<file path="src/hdl/ccr_pkg.sv">
package ccr_pkg;

  localparam int VALUE_W = 32;
  localparam int RANK_W  = 7;
  localparam int COUNT_W = 7;

  localparam logic [1:0] ACT_INSERT = 2'd0;
  localparam logic [1:0] ACT_QUERY  = 2'd1;
  localparam logic [1:0] ACT_CLEAR  = 2'd2;

  typedef struct packed {
    logic [1:0]                action;
    logic signed [VALUE_W-1:0] value;
  } in_item_t;

  typedef struct packed {
    logic [RANK_W-1:0]  rank;
    logic               present;
    logic [COUNT_W-1:0] distinct_count;
    logic               status;
  } out_item_t;

  typedef struct packed {
    logic capture;
    logic insert;
  } cell_ctrl_t;

endpackage

</file>
<file path="src/hdl/ccr_cell.sv">
module ccr_cell
  import ccr_pkg::*;
#(
  parameter int CNT_W = 7,
  parameter int IDX   = 0
) (
  input  logic                      clk,
  input  logic                      rst_n,
  input  cell_ctrl_t                ctrl,
  input  logic signed [VALUE_W-1:0] key,
  input  logic [CNT_W-1:0]          count,
  input  logic signed [VALUE_W-1:0] left_value,
  input  logic                      left_below,
  output logic signed [VALUE_W-1:0] value,
  output logic                      below,
  output logic                      equal
);

  logic signed [VALUE_W-1:0] value_r;
  logic                      below_r;
  logic                      equal_r;
  logic                      occupied;
  logic                      below_nxt;
  logic                      equal_nxt;

  assign occupied  = CNT_W'(IDX) < count;
  assign below_nxt = occupied && (value_r < key);
  assign equal_nxt = occupied && (value_r == key);

  always_ff @(posedge clk) begin
    if (!rst_n) begin
      below_r <= 1'b0;
      equal_r <= 1'b0;
    end else if (ctrl.capture) begin
      below_r <= below_nxt;
      equal_r <= equal_nxt;
    end
  end

  // shift right at and above the insert point, new key lands at the edge
  always_ff @(posedge clk) begin
    if (ctrl.insert && !below_r) begin
      value_r <= left_below ? key : left_value;
    end
  end

  assign value = value_r;
  assign below = below_r;
  assign equal = equal_r;

endmodule
</file>
<file path="config.mk">
export PLATFORM = sky130hd
export DESIGN_NAME = ccr_cell
export DESIGN_NICKNAME = d
export VERILOG_FILES = /design/src/hdl/ccr_pkg.sv /design/src/hdl/ccr_cell.sv
export SDC_FILE = /design/constraint.sdc
export NUM_CORES = 1
export LEC_CHECK = 0
export BUFFER_PORTS_ARGS = -buffer_cell sky130_fd_sc_hd__buf_2
export CAP_MARGIN = 20
export CORE_ASPECT_RATIO = 0.5
export CORE_MARGIN = 2
export CORE_UTILIZATION = 31
export DETAILED_ROUTE_END_ITERATION = 7
export PLACE_DENSITY = 0.62
export SETUP_SLACK_MARGIN = 0.2
export SLEW_MARGIN = 20
export SYNTH_ARGS = -nofsm -noshare
export SYNTH_HDL_FRONTEND = slang
export SYNTH_SLANG_ARGS = --single-unit
</file>
<file path="constraint.sdc">
create_clock -name clk -period 4.3 [get_ports clk]
set_clock_uncertainty 0.05 [all_clocks]
set_input_delay 1.29 -clock clk [delete_from_list [all_inputs] [get_ports clk]]
set_output_delay 1.29 -clock clk [all_outputs]
set_load 0.05 [all_outputs]
</file>
==> Word-level counts from Yosys, hierarchy flattened <==
Cells that the tools add are included.
{ "op_classes": {"order_cmp": 2, "n_eq_ne": 1, "n_mux": 1, "n_reduce_logical": 4} }
{ "ops": {"columns": ["operator", "count"], "rows": [
  ["$eq A32 B32 Y1", 1],
  ["$lt A32 B32 Y1", 1],
  ["$mux W32", 1],
  ["$lt A1 B7 Y1 const A", 1],
  ["$logic_and A1 B1 Y1", 3],
  ["$logic_not A1 Y1", 1]
]} }
{ "word_totals": {"reg_bits": 34, "inputBits": 76, "out_inout_bits": 34, "wordCells": 11} }

==> Logic depth before layout (Yosys ltp) <==
Gate-level depths: netlist of run 1.
{ "logic_depth": {"depth_word": 2, "depth_mapped": 8} }

==> Worst setup path after synthesis of run 1 <==
Ideal clock, no wire load.
{ "synth_path": {"kind": "input to register", "start": "in ctrl[0] (netlist bit)", "end": "reg value_r[0], in the netlist value[0] (enable)", "setup_ns": 0.424, "arrival_ns": 2.738, "required_ns": 3.826, "setup_slack_ns": 1.088, "path_stages": 1, "path_buffers": 0, "path_cell_list": "nor2b_1"} }
{ "synth_via": {"elab_chain_cells": 1} }
{ "synth_rtl": {"columns": ["item", "line", "text"], "rows": [
  ["from (decl)", "ccr_cell.sv:9", "input cell_ctrl_t ctrl,"],
  ["$logic_and A1 B1 Y1", "ccr_cell.sv:42", "if (ctrl.insert && !below_r) begin"],
  ["to (signal assigned)", "ccr_cell.sv:43", "value_r <= left_below ? key : left_value;"],
  ["to (decl)", "ccr_cell.sv:19", "logic signed [VALUE_W-1:0] value_r;"]
]} }
No other way between the ends.
A chain may end at the register's enable or synchronous reset.

==> Final worst setup path of run 1 <==
{ "layout_path": {"start": "in key[31]", "end": "reg below_r, in the netlist below"} }
{ "layout_via": {"elab_chain_cells": 2} }
{ "layout_rtl": {"columns": ["item", "line", "text"], "rows": [
  ["from (decl)", "ccr_cell.sv:10", "input logic signed [VALUE_W-1:0] key,"],
  ["$lt A32 B32 Y1", "ccr_cell.sv:27", "assign below_nxt = occupied && (value_r < key);"],
  ["$logic_and A1 B1 Y1", "ccr_cell.sv:27", null],
  ["to (signal assigned)", "ccr_cell.sv:35", "below_r <= below_nxt;"],
  ["to (decl)", "ccr_cell.sv:20", "logic below_r;"]
]} }
No other way between the ends.

==> results of run 1 <==
==> worst max path at each step <==
stage                 start            endpoint  slack [ns]  depth (start not counted)
finish              key[31]  below$_SDFFE_PN0P_        1.49                          7
global route        key[31]  below$_SDFFE_PN0P_        1.37                          7
CTS                 key[31]  below$_SDFFE_PN0P_        1.50                          7
detailed placement  key[31]  below$_SDFFE_PN0P_        1.22                          7
global placement    key[31]  below$_SDFFE_PN0P_        1.29                          7
floorplan           ctrl[0]  value[0]$_DFFE_PP_        1.09                          1
==> cell usage in the layout (no fill, tap or decap) <==
cell type,netlist,routed
nor2_1,6,6
a21oi_2,1,1
ha_1,32,32
nand3_1,4,4
dfxtp_1,2,2
inv_1,33,33
a21oi_1,13,13
buf_2,3,109
a211oi_1,1,1
a221o_1,1,1
o21ai_0,4,4
clkbuf_1,1,1
nor3_1,2,2
clkbuf_8,0,1
mux2_2,32,32
nand2b_1,1,1
nand2_1,11,11
a22oi_1,1,1
clkbuf_16,0,5
edfxtp_1,32,32
a211oi_2,1,1
a211o_1,2,2
nand4_1,7,7
o211ai_1,1,1
a21o_1,1,1
nor2b_4,0,1
a21boi_0,2,2
nor4_2,1,1
nor4_1,2,2
==> per-stage QoR <==
stage	cells	utilization [%]	instance area, um2	worst slack [ns]
2_1_floorplan	198	-	2258	1.088
3_3_place_gp	395	42.40	2908	1.288
3_5_place_dp	395	42.40	2908	1.216
4_1_cts	402	44.48	3050	1.496
5_1_grt	402	44.48	3050	1.373
6_report	402	44.48	3050	1.491
==> routing by layer <==
layer / global-route usage (%) / vias to the layer above / share of wire (%)
met2: 25.34 / 34 / 53
met3: 3.518 / 5 / 3.8
met5: 0 / - / 0
met1: 15.09 / 881 / 43
li1: - / 943 / -
met4: 3.792 / 0 / 0.66
==> state kept, by name, summed over array words and instances, names as in the netlist <==
name / flops
value: 32
below: 1
equal: 1
==> report_power, final <==
part | switching (mW) | total, mW | internal [mW]
Combinational | 0.194 | 0.299 | 0.105
Clock | 0.129 | 0.357 | 0.227
Sequential | 0.0171 | 0.419 | 0.402
==> cells by family after synthesis <==
family	synth area share [%]
AO/OA/AOI/OAI	7.923
adder cells (fa/ha/maj)	17.73
buffers and inverters	6.315
flip-flops	44.32
multiplexers	15.96
AND/OR/NAND/NOR	7.756
==> critical path: cells and delay by family <==
kind / cells / cell delay, ns
compound gates: 2 / 0.41
buf+inv: 2 / 0.13
simple gates: 2 / 0.77
fa+ha+maj: 1 / 0.33
==> cell type report <==
class | count | area (um2)
Inverter | 33 | 123.9
Sequential cell | 34 | 1001
Clock buffer | 7 | 142.6
Timing Repair Buffer | 109 | 545.5
Tap cell | 92 | 115.1
Fill cell | 664 | 3807
Multi-Input combinational cell | 127 | 1122
==> out/summary.txt, run 1 <==
status: finished clean
R2R Path Start: value[30]$_DFFE_PP_
core footprint: 0.006858 mm2
final setup fails: 0
syn_nets: 306
clock sinks: 34
Post-CTS Hold Fix Bufs: 0
Final #Nets: 418
crit end category: flop
Final min period: 2.809 ns
antenna violations before repair: 0
synthesized area: 0.002258 mm2
Slew Viols, Final: 0
Worst Reg-to-Reg Cells: 5
setup tns final: 0 ns
Die Y: 64.36 um
r2r setup slk: 2.21 ns
Via density: 4.634
count of warnings emitted by yosys: 0
Synth area leaders: edfxtp_1 43%, ha_1 18%, mux2_2 16%
hold path endpoint: equal$_SDFFE_PN0P_
Post-synth EDFFs: 32
largest net degree at the start of global routing: 33
WL/cell: 13.56 um
first drt pass iteration count: 4
detailed placer's ending HPWL: 4385 um
CTS tree: done
Power, Total: 1.074 mW
fraction of registers with async set/reset: 0%
sequential fraction of the synthesis area: 44.32%
Worst path max stage delay: 0.59 ns
Final Hold Viols: 0
crit path cell chain: buf_2, inv_1, ha_1, nand4_1, nor4_1, a211oi_2, a211o_1
cts repair resizes: 0
first-pass GRT wire length: 8631 um
die footprint: 0.008026 mm2
worst skew pair latency: 0.28 ns
fin crit share: 65.33%
most frequent cells after synthesis: 33 x inv_1, 32 x edfxtp_1, 32 x ha_1, 32 x mux2_2, 13 x a21oi_1
cts bufs inserted: 5
hold_sp: equal$_SDFFE_PN0P_
ANT cells: 0
syn_area_per_cell: 11.41 um2
ratio of cells with drive above 1 in the final layout: 48.71%
Most used DFF post-synth: edfxtp_1
Hold Crit Class: flop to flop
CP Class: input pin to flop
Synth cell types: 27
CTS H-tree lvls: 2
vias in the first global route: 1952
IO Count: 110
Max-Cap Viols: 0
power per cell area: 352.1 mW/mm2
initial cell density of the core: 32.93%
synthesis-to-layout area growth: 35.07%
initial drt markers: 55
clock tree buffer depth: 2
CP Launch Type: input pin
crit path DAT: 2.93 ns
GRT Overall Usage: 13.41%
Hold Slack: 0.4336 ns
Synth Register Bits: 34
final RePlAce weighted congestion: 0.7706
FF-to-FF End: below$_SDFFE_PN0P_
Fmax: 0.3560 GHz
# DRC: 0
area share of the leading cell type in the synthesized netlist: 42.55%
DRT Wirelength: 5451 um
Post-Synthesis Cells: 198
worst-path fanout max: 4
postcts setup bufs: 0
LEAKAGE: 1.491 nW
CP max stage cell: nor4_1
Chip Width: 124.7 um
clk root buf: clkbuf_16
Vias: 1863
worst rel slew slack: 33.96%
port buffer count: 109
DRT antenna net count: 0
Hold Crit Depth: 2
gr ovfl total: 0
row count: 21
Clk pin slew, worst setup/hold paths: 0.05 ns
worst-margin pin slew: 0.9885 ns
Critical Path RT: 4.42 ns
RSZ-0062 raised after global routing: no
Yosys top cell by area: edfxtp_1
most frequent cell after synthesis: inv_1
Max VDD drop: 132.2 uV
(Power assumes the default switching activity.)
==> run 2, diff against run 1 <==
--- a/config.mk
+++ b/config.mk
@@ -5,13 +5,14 @@
 export SDC_FILE = /design/constraint.sdc
 export NUM_CORES = 1
 export LEC_CHECK = 0
+export ABC_AREA = 1
 export BUFFER_PORTS_ARGS = -buffer_cell sky130_fd_sc_hd__buf_2
 export CAP_MARGIN = 20
 export CORE_ASPECT_RATIO = 0.5
 export CORE_MARGIN = 2
 export CORE_UTILIZATION = 31
 export DETAILED_ROUTE_END_ITERATION = 7
-export PLACE_DENSITY = 0.62
+export PLACE_DENSITY = 0.64
 export SETUP_SLACK_MARGIN = 0.2
 export SLEW_MARGIN = 20
 export SYNTH_ARGS = -nofsm -noshare
==> constraint.sdc (replaced) <==
create_clock -name clk -period 2.35 [get_ports clk]
set_clock_uncertainty 0.05 [all_clocks]
set_input_delay 0.705 -clock clk [delete_from_list [all_inputs] [get_ports clk]]
set_output_delay 0.705 -clock clk [all_outputs]
set_load 0.05 [all_outputs]
==> run 2 against run 1 <==
Against the previous run:
- design area increased by 2.3%
- sequential power increased by 80%
- worst hold slack got worse by 0.021 ns
- wire length decreased by 2.3%
- register-to-register slack got worse by 1.6 ns
- sequential share of layout area decreased by 0.75 points
- power increased by 88%
- combinational power increased by 79%
- largest cell class unchanged
==> out/summary.txt, run 2 <==
status: finished clean (unchanged)
Sw Ratio: 31.29% (was 31.70%)
sequential fraction of the synthesis area: 44.00% (was 44.32%)
hold path endpoint: equal$_SDFFE_PN0P_ (unchanged)
vias in the first global route: 1950 (was 1952)
count of warnings emitted by yosys: 0 (unchanged)
Post-CTS Hold Fix Bufs: 0 (unchanged)
FF-to-FF End: below$_SDFFE_PN0P_ (unchanged)
main combinational cell family by area after synthesis: adder cells (unchanged)
area occupied by multi-input gates: 0.001092 mm2 (was 0.001122 mm2)
fillcell total: 717 (was 664)
first-pass GRT wire length: 8625 um (was 8631 um)
clock sinks: 34 (unchanged)
Final min period: 1.840 ns
Max-Cap Viols: 0 (unchanged)
Worst path most repeated cell: nand2_2
crit path cell chain: buf_2, inv_1, ha_1, nand2_2, nor2_2, nand2_2, nor4_4, nand2_2, nand2_1, nand2_1, nand3_2, a21oi_2 (was buf_2, inv_1, ha_1, nand4_1, nor4_1, a211oi_2, a211o_1)
clock tree buffer depth: 2 (unchanged)
final RePlAce weighted congestion: 0.7525 (was 0.7706)
CP max stage cell: ha_1 (was nor4_1)
setup tns final: 0 ns (unchanged)
Clock power frac: 36.1% (was 33.2%)
Synth cell types: 27 (unchanged)
Worst Reg-to-Reg Cells: 9 (was 5)
Synth area leaders: edfxtp_1 42%, ha_1 18%, a21oi_1 10% (was edfxtp_1 43%, ha_1 18%, mux2_2 16%)
WL/cell: 11.40 um (was 13.56 um)
post-synthesis adder-cell area fraction: 17.60% (was 17.73%)
crit end category: flop (unchanged)
synthesized area: 0.002275 mm2 (was 0.002258 mm2)
gr ovfl total: 0 (unchanged)
CP Class: input pin to flop (unchanged)
Yosys top cell by area: edfxtp_1 (unchanged)
synthesis-to-layout area growth: 37.24% (was 35.07%)
Clk pin slew, worst setup/hold paths: 0.06 ns (was 0.05 ns)
Hold Slack: 0.4131 ns (was 0.4336 ns)
simple-gate share of the synthesized area: 16.67% (was 7.756%)
Pint: 1.386 mW (was 0.7336 mW)
initial cell density of the core: 31.54% (was 32.93%)
crit path DAT: 1.96 ns (was 2.93 ns)
Critical Path RT: 2.47 ns (was 4.42 ns)
max FFs per register: 32 (unchanged)
worst skew pair latency: 0.27 ns (was 0.28 ns)
detailed placer's ending HPWL: 4388 um (was 4385 um)
CTS H-tree lvls: 2 (unchanged)
Chip Width: 125.1 um (was 124.7 um)
ratio of cells with drive above 1 in the final layout: 36.66% (was 48.71%)
antenna violations before repair: 0 (unchanged)
Post-synth EDFFs: 32 (unchanged)
first drt pass iteration count: 4 (unchanged)
fraction of registers with async set/reset: 0% (unchanged)
most frequent cell after synthesis: a21oi_1 (was inv_1)
Hold Crit Class: flop to flop (unchanged)
final setup fails: 0 (unchanged)
hold_sp: equal$_SDFFE_PN0P_ (unchanged)
Die Y: 64.57 um (was 64.36 um)
initial drt markers: 53 (was 55)
r2r setup slk: 0.61 ns (was 2.21 ns)
Most used DFF post-synth: edfxtp_1 (unchanged)
LEAKAGE: 1.594 nW (was 1.491 nW)
clk root buf: clkbuf_16 (unchanged)
Final #Nets: 478 (was 418)
CP Launch Type: input pin (unchanged)
Fmax: 0.5434 GHz
Gate power share: 26.5% (was 27.8%)
Final Hold Viols: 0 (unchanged)
mux share of post-synthesis cell area: 0.4950% (was 15.96%)
port buffer count: 109 (unchanged)
Worst path max stage delay: 0.34 ns (was 0.59 ns)
most frequent cells after synthesis: 46 x a21oi_1, 40 x nor2_1, 39 x inv_1, 32 x edfxtp_1, 32 x ha_1 (was 33 x inv_1, 32 x edfxtp_1, 32 x ha_1, 32 x mux2_2, 13 x a21oi_1)
commonest non-fill, non-tap cell in the layout: buf_2 (unchanged)
core footprint: 0.007212 mm2 (was 0.006858 mm2)
Vias: 2077 (was 1863)
Post-Synthesis Cells: 258 (was 198)
die footprint: 0.008080 mm2 (was 0.008026 mm2)
worst-path fanout max: 4 (unchanged)
worst-margin pin slew: 0.5187 ns (was 0.9885 ns)
ANT cells: 0 (unchanged)
syn_nets: 366 (was 306)
Synth Register Bits: 34 (unchanged)
CTS tree: done (unchanged)
Sw Pwr: 0.6310 mW (was 0.3405 mW)
syn_area_per_cell: 8.817 um2 (was 11.41 um2)
GRT Overall Usage: 13.12% (was 13.41%)
XOR/XNOR Fraction of Synth Area: 0% (unchanged)
Max VDD drop: 373.4 uV (was 132.2 uV)
cts repair resizes: 0 (unchanged)
post-synthesis compound-gate area fraction: 12.93% (was 7.922%)
# DRC: 0 (unchanged)
area share of the leading cell type in the synthesized netlist: 42.24% (was 42.55%)
Seq. cell area: 0.001001 mm2 (unchanged)
postcts setup bufs: 0 (unchanged)
DRT Wirelength: 5323 um (was 5451 um)
sequential share of power: 37.4% (was 39.0%)
largest net degree at the start of global routing: 30 (was 33)
IO Count: 110 (unchanged)
RSZ-0062 raised after global routing: no (unchanged)
Hold Crit Depth: 2 (unchanged)
power per cell area: 646.0 mW/mm2 (was 352.1 mW/mm2)
cts bufs inserted: 5 (unchanged)
worst rel slew slack: 65.42% (was 33.96%)
Via density: 4.448 (was 4.634)
row count: 22 (was 21)
fin crit share: 78.30%
DRT antenna net count: 0 (unchanged)
Slew Viols, Final: 0 (unchanged)
R2R Path Start: value[19]$_DFFE_PP_ (was value[30]$_DFFE_PP_)
commonest cells after routing, fill and taps aside: 109 x buf_2, 46 x a21oi_1, 39 x inv_1, 39 x nor2_1 (was 109 x buf_2, 33 x inv_1, 32 x mux2_2, 32 x ha_1, 32 x edfxtp_1)
## run 2: changes by cell type in the layout (fill, tap and decap cells not counted), sizes merged, moves of 3 or more
cell	previous run	this run
a21oi	14	48
buf	109	112
inv	33	41
mux2	32	1
nand2	11	36
nand4	7	2
nor2	6	41
## run 2: how the worst max path moves through the flow
| stage | start | endpoint | cells after the start |
|---|---|---|---|
| 6_report | key[31] | below$_SDFFE_PN0P_ | 12 |
| 5_1_grt | key[11] | below$_SDFFE_PN0P_ | 12 |
| 3_5_place_dp | key[31] | below$_SDFFE_PN0P_ | 12 |
| 2_1_floorplan | ctrl[0] | value[0]$_DFFE_PP_ | 2 |
| 3_3_place_gp | key[31] | below$_SDFFE_PN0P_ | 12 |
| 4_1_cts | key[31] | below$_SDFFE_PN0P_ | 12 |
## run 2: cells by family (layout without fill, tap and decap cells)
kind of cell / after synthesis / after routing
flops: 34 / 34
buf+inv: 50 / 163
compound gates: 55 / 55
fa+ha+maj: 32 / 32
simple gates: 86 / 86
mux: 1 / 1
## run 2: worst max-delay path: cells and delay by family
family / cells / cell delay [ns]
adder cells (fa/ha/maj): 1 / 0.34
AO/OA/AOI/OAI: 1 / 0.04
AND/OR/NAND/NOR: 8 / 0.74
buffers and inverters: 2 / 0.11
## run 2: area by class of cell
type	count	area share (%)
clock buffer	8	5.331
inverter	43	5.170
multi-input combinational	174	34.99
sequential	34	32.06
tap	96	3.848
timing repair buffer	112	18.60
## run 2: power groups by stage
stage / clock network (mW) / registers [mW] / logic (mW)
2_1_floorplan: 0 / 0.923 / 0.214
3_3_place_gp: 0 / 0.766 / 0.532
3_5_place_dp: 0 / 0.767 / 0.540
4_1_cts: 0.744 / 0.755 / 0.541
5_1_grt: 0.770 / 0.759 / 0.594
6_report: 0.728 / 0.754 / 0.535
## run 2: per-layer routing
metal | routed length, um | GRT usage, % | vias up
met3 | 192 | 3.220 | 5
met2 | 2663 | 23.64 | 29
met5 | 0 | 0 | -
met4 | 48 | 3.611 | 0
met1 | 2419 | 15.86 | 948
li1 | - | - | 1095
## run 2: through the flow
stage / cells / instance area, um2 / setup slack (ns) / utilization [%] / total power [mW]
final: 467 / 3122 / 0.5099 / 43.29 / 2.017
after global routing: 467 / 3122 / 0.3570 / 43.29 / 2.122
after CTS: 467 / 3122 / 0.4977 / 43.29 / 2.040
after detailed placement: 459 / 2955 / 0.2025 / 40.98 / 1.307
after global placement: 459 / 2955 / 0.2591 / 40.98 / 1.298
after floorplan: 258 / 2277 / 0.3296 / - / 1.138
